**config.mk**
```make
export PLATFORM = sky130hd
export DESIGN_NAME = edc_ctrl
export DESIGN_NICKNAME = d
export VERILOG_FILES = /design/src/design/edc_pkg.sv /design/src/design/edc_ctrl.sv
export VERILOG_INCLUDE_DIRS = /design/src /design/src/design
export SDC_FILE = /design/constraint.sdc
export NUM_CORES = 1
export LEC_CHECK = 0
export BUFFER_PORTS_ARGS = -buffer_cell sky130_fd_sc_hd__buf_2
export CORE_AREA = 5 5 42 44
export CTS_CLUSTER_SIZE = 20
export DETAILED_ROUTE_END_ITERATION = 8
export DIE_AREA = 0 0 47 49
export PLACE_DENSITY_LB_ADDON = 0.05
export RECOVER_POWER = 25
export SYNTH_ARGS = -nofsm -noshare
export SYNTH_HDL_FRONTEND = slang
export SYNTH_SLANG_ARGS = --single-unit
```
**constraint.sdc**
```tcl
create_clock -name clk -period 1.7 [get_ports clk]
set_input_delay 0.085 -clock clk [delete_from_list [all_inputs] [get_ports clk]]
set_output_delay 0.085 -clock clk [all_outputs]
set_load 0.01 [all_outputs]
```
**src/design/assert_macros.svh**
```systemverilog
// assertion macros shared by the design files
`ifndef ASSERT_MACROS_SVH
`define ASSERT_MACROS_SVH

// antecedent implies consequent in the same cycle
`define ASSERT_IMPL(label, clk, rst, ante, cons, msg) \
  label: assert property (@(posedge clk) disable iff (rst) (ante) |-> (cons)) else $error(msg);

// antecedent implies consequent in the next cycle
`define ASSERT_NEXT(label, clk, rst, ante, cons, msg) \
  label: assert property (@(posedge clk) disable iff (rst) (ante) |=> (cons)) else $error(msg);

`endif

```
**src/design/edc_pkg.sv**
```systemverilog
// package: constants, register codes and control structs of the dip counter
`default_nettype none

package edc_pkg;

  localparam int HISTORY_DEPTH_DEF = 1024;
  localparam int SAMPLE_BITS_DEF   = 12;

  localparam int AVG_W      = 28;
  localparam int FRAC_W     = 16;
  localparam int DIP_W      = 10;
  localparam int LEN_W      = 11;
  localparam int THR_W      = 12;
  localparam int GAIN_W     = 16;
  localparam int CFG_IDX_W  = 2;
  localparam int CFG_DATA_W = 16;

  localparam logic [AVG_W-1:0] AVG_MAX = {AVG_W{1'b1}};

  localparam logic OP_SAMPLE = 1'b0;
  localparam logic OP_QUERY  = 1'b1;

  localparam logic [CFG_IDX_W-1:0] REG_HISTORY_LENGTH = 2'd0;
  localparam logic [CFG_IDX_W-1:0] REG_DIP_THRESHOLD  = 2'd1;
  localparam logic [CFG_IDX_W-1:0] REG_REARM_MARGIN   = 2'd2;
  localparam logic [CFG_IDX_W-1:0] REG_EMA_GAIN       = 2'd3;

  localparam logic [LEN_W-1:0]  HISTORY_LENGTH_RST = 11'd1000;
  localparam logic [THR_W-1:0]  DIP_THRESHOLD_RST  = 12'd228;
  localparam logic [THR_W-1:0]  REARM_MARGIN_RST   = 12'd68;
  localparam logic [GAIN_W-1:0] EMA_GAIN_RST       = 16'd66;

  typedef struct packed {
    logic write_hist;
    logic mul_en;
    logic upd_en;
    logic scan_setup;
    logic scan_en;
    logic out_load;
  } edc_cmd_t;

  typedef struct packed {
    logic scan_done;
    logic out_busy;
  } edc_status_t;

endpackage

`default_nettype wire

```
**src/design/edc_ctrl.sv**
```systemverilog
// controller state machine: sequences sample updates and history scans
`default_nettype none
`include "assert_macros.svh"

module edc_ctrl (
  input  wire logic                 clk,
  input  wire logic                 rst,
  input  wire logic                 in_valid,
  input  wire logic                 in_opcode,
  output logic                      in_ready,
  output edc_pkg::edc_cmd_t         cmd,
  input  wire edc_pkg::edc_status_t status
);

  import edc_pkg::*;

  typedef enum logic [2:0] {
    IDLE,
    S_WRITE,
    S_MUL,
    S_UPD,
    Q_SETUP,
    Q_SCAN,
    FINISH
  } state_t;

  state_t state_q;

  always_ff @(posedge clk) begin
    if (rst) begin
      state_q <= IDLE;
    end else begin
      case (state_q)
        IDLE: begin
          if (in_valid) begin
            state_q <= (in_opcode == OP_QUERY) ? Q_SETUP : S_WRITE;
          end
        end
        S_WRITE: state_q <= S_MUL;
        S_MUL:   state_q <= S_UPD;
        S_UPD:   state_q <= FINISH;
        Q_SETUP: state_q <= Q_SCAN;
        Q_SCAN: begin
          if (status.scan_done) begin
            state_q <= FINISH;
          end
        end
        FINISH: begin
          if (!status.out_busy) begin
            state_q <= IDLE;
          end
        end
        default: state_q <= IDLE;
      endcase
    end
  end

  always_comb begin
    cmd            = '0;
    in_ready       = (state_q == IDLE);
    cmd.write_hist = (state_q == S_WRITE);
    cmd.mul_en     = (state_q == S_MUL);
    cmd.upd_en     = (state_q == S_UPD);
    cmd.scan_setup = (state_q == Q_SETUP);
    cmd.scan_en    = (state_q == Q_SCAN);
    cmd.out_load   = (state_q == FINISH) && !status.out_busy;
  end

  `ASSERT_NEXT(a_accept_dispatch, clk, rst, (state_q == IDLE) && in_valid, (state_q == S_WRITE) || (state_q == Q_SETUP), "item accepted but no work started")
  `ASSERT_NEXT(a_scan_finish, clk, rst, (state_q == Q_SCAN) && status.scan_done, state_q == FINISH, "scan finished without result")

endmodule

`default_nettype wire

```
# == After elaboration in Yosys (flattened, before gate mapping) ==
# Index checks and enable logic that the tools add are counted.
# W data, S select, Z words.
# op_classes
addsub,0
n_reduce_logical,4
n_shift,0
div,0
magnitude_cmp,0
mux,5
multipliers,0
bitwise_logic,0
n_eq_ne,9
# op_table
op,count
$pmux W3 S7,1
$mux W3,4
$eq A3 B3 Y1 const B,3
$eq A3 B2 Y1 const B,2
$ne A2 B2 Y1 const B,2
$eq A3 B1 Y1 const B,1
$logic_not A3 Y1,1
$reduce_and A3 Y1,1
$ne A2 B1 Y1 const B,1
$logic_and A1 B1 Y1,1
$logic_not A1 Y1,1
# word_totals
latch_bits,0
input_bits,6
regBits,3
mem_bits_ro,0
elab_cells,19
output_inout_bits,7
memories,0
ram_bits,0

# == Longest topological paths before layout ==
# depth
word_depth,3
ltp_mapped,4
ltp_nobuf,3

# == Worst setup path before layout ==
# No wires, ideal clock.
# synth_path
path_type,register to register
startpoint,register state_q[2]
endpoint,register state_q[2]
setup_ns,0.120
path_stages_with_launch,5
path_buffers,1
arrival_time_ns,1.242
path_slack_ns,0.338
path_cell_list,dfxtp_1 > buf_6 > and4b_4 > or3_1 > o31a_1
# synth_via
elab_chain_len,3
elab_cells_between_ends,12
classes_between,eq/ne: 9; mux: 1; reduce/logical: 2
# synth_rtl
element,line,rtl
from (decl),edc_ctrl.sv:27,state_t state_q;
from (signal assigned),edc_ctrl.sv:36,state_q <= (in_opcode == OP_QUERY) ? Q_SETUP : S_WRITE;
$eq A3 B3 Y1 / $logic_not A3 Y1 (equally long branches),edc_ctrl.sv:33,case (state_q)
$ne A2 B2 Y1 (no line) / $ne A2 B1 Y1 (equally long branches),-,
$reduce_and A3 Y1 (no line),-,
# Parallel ways exist; a longest one is shown, timed or not.
# A chain may end at the register's enable or synchronous reset.

==> impl_metrics.yaml <==
status:
  status: "finished clean"
clock_tree:
  worstSkewPairLatency_ns: 0.23
  postCtsSetupBuffers: 0
  ctsLongestPathBuffers: 2
  cts_sinks: 3
  path_clk_slew_ns: 0.04
  cts_tree: "done"
  cts_resized: 0
  numCtsBuffers: 3
  clock-root-buffer: "clkbuf_4"
  htreeDepth: 1
  hold_buffers: 0
grt:
  grt_remaining_overflow: 0
  track_usage_pct: 7.39
  grt_pass1_wl_um: 1190
  grt_start_max_net_pins: 14
  first_global_vias: 247
  antenna_found_initial: 0
power:
  p_per_area_mw_per_mm2: 1940
  total_power_uw: 671
  vdd_drop_max_v: 0.000395
  p_leak_nw: 0.151
placed_design:
  post-place-ws_ns: 0.300
  globalplace.congestion: 0.631
  dp_cells: 57
  dp_hpwl_um: 560
  place_area_um2: 320
  port_buffers: 12
yosys:
  synth_most_common_cell: "nor3b_1"
  synthTopCellsByCount: "nor3b_1 (4), dfxtp_1 (3), nor3_1 (3)"
  synth_cells: 30
  ys_warn_count: 0
  synth_top_cell_by_area: "dfxtp_1"
  synth_top_flop_cell: "dfxtp_1"
  async_reset_ff_share_pct: 0
  syn_area_um2: 244
  synth_top_cell_area_share_pct: 24.6
  synth-seq-area-share_pct: 24.6
  synth_cell_types: 21
  ys_seq_elements: 3
  syn_nets: 36
  synth-edff-count: 0
  synth_area_per_cell_um2: 8.13
  synthTopCellsByArea: "dfxtp_1 (25%), nor3b_1 (12%), nor3_1 (6.2%), nand3b_1 (6.2%), and4b_4 (5.6%)"
layout:
  n_antenna_cell: 0
  nNetsFinal: 52
  regMostFlops: "state_q"
  reg_top3: "state_q x3"
  fin_cells: 61
  final_core_util_pct: 24.6
  synthToLayoutAreaGrowth_pct: 41.5
  postLayoutCellArea_um2: 345
  largest_reg_flops: 3
  drive_gt1_share_pct: 37.8
floorplan:
  die_area_mm2: 0.00230
  dieWidth_um: 47
  row_count: 14
  core_area_mm2: 0.00140
  ioPinCount: 13
  start_util_pct: 17.4
  die_h_um: 49
routing:
  avgViaCountPerCell: 4.43
  wl_per_cell_um: 12.0
  drt-pass1-iter-count: 1
  via_count: 270
  routed_wl_um: 729
  drc: 0
  drt_iter0_markers: 0
  drt.antenna.violating_nets: 0
setup_path:
  end_kind: "output port"
  cp-start-kind: "register"
  path_class: "reg -> out"
  worstPathRequired_ns: 1.62
  crit_path_max_fanout: 9
  slowest_delay_ns: 0.48
  path_cells: "inv_1 -> nor4b_1 -> buf_2"
  slowest_stage: "dfxtp_1"
  cp_data_arrival_time_ns: 1.36
timing:
  tightest_slew_ns: 0.407
  clock_skew_ns: 0.000508
  finalMaxSlewViolations: 0
  max_freq_ghz: 0.693
  setup_violations: 0
  layout_setup_ws_ns: 0.257
  final.min_clock_period_ns: 1.44
  whs_ns: 0.0527
  fin_tns_setup_ns: 0
  finalCritPeriodShare_pct: 84.9
  rsz0062_at_grt: "no"
  slew_headroom_pct: 72.7
  hold_viol: 0
job:
  drv_cap: 0
hold_path:
  hold_class: "in -> reg"
## where the power goes
part           total, mW  internal (mW)  switching (mW)
Combinational      0.387          0.183           0.204
Sequential         0.158          0.107          0.0510
Clock              0.126         0.0880          0.0377
Total              0.671          0.378           0.293
## cell families (layout without fill, tap and decap cells)
group / Yosys count / after routing / share of synthesized area (%)
buf+inv: 4 / 19 / 9.23
simple gates: 17 / 17 / 49.7
compound gates: 6 / 6 / 16.4
flops: 3 / 3 / 24.6
## critical path, delay by kind of cell, from the launching register on
| kind | cells | cell delay [ns] |
|---|---|---|
| and+or+nand+nor | 1 | 0.30 |
| DFF | 1 | 0.48 |
| buffers and inverters | 2 | 0.34 |
## layer usage
| layer | GRT usage, % | vias to the layer above | part of all wire (%) |
|---|---|---|---|
| met5 | 0 | - | 0 |
| met4 | 5.53 | 0 | 1.5 |
| met3 | 3.32 | 2 | 7.0 |
| met2 | 9.05 | 8 | 42 |
| met1 | 9.67 | 116 | 49 |
| li1 | - | 144 | - |
## layout by cell type, fill, tap and decap left out
| cell | Yosys | final |
|---|---|---|
| a211oi_1 | 1 | 1 |
| a21oi_1 | 1 | 1 |
| a31oi_1 | 1 | 1 |
| and3_1 | 1 | 1 |
| and4b_4 | 1 | 1 |
| buf_2 | 0 | 11 |
| buf_4 | 0 | 2 |
| clkbuf_1 | 2 | 2 |
| clkbuf_4 | 0 | 3 |
| dfxtp_1 | 3 | 3 |
| inv_1 | 0 | 1 |
| nand2b_1 | 1 | 1 |
| nand3b_1 | 2 | 2 |
| nor2_1 | 1 | 1 |
| nor3_1 | 3 | 3 |
| nor3b_1 | 4 | 4 |
| nor4_1 | 1 | 1 |
| nor4b_1 | 1 | 1 |
| nor4bb_1 | 1 | 1 |
| o21a_1 | 1 | 1 |
| o21ai_0 | 1 | 1 |
| o31a_1 | 1 | 1 |
| or3_1 | 1 | 1 |
## path summary, 6_finish.rpt
path / from / to / slack [ns] / cells after the start
worst min register to register: state_q[0] / state_q[2] / 0.68 / 3
worst max-delay path: state_q[2] / cmd[0] / 0.26 / 3
worst max register to register: state_q[2] / state_q[2] / 0.30 / 3
worst min-delay path: rst / state_q[1] / 0.05 / 2
## area by class of cell
type / instances / area [µm²]
well taps: 16 / 20.0
multi-input cells: 23 / 161
clock buffers: 4 / 26.3
fillers: 165 / 1060
repair buffers: 14 / 73.8
flip-flops and latches: 3 / 60.1
inverters: 1 / 3.75
(Power assumes the default switching activity.)
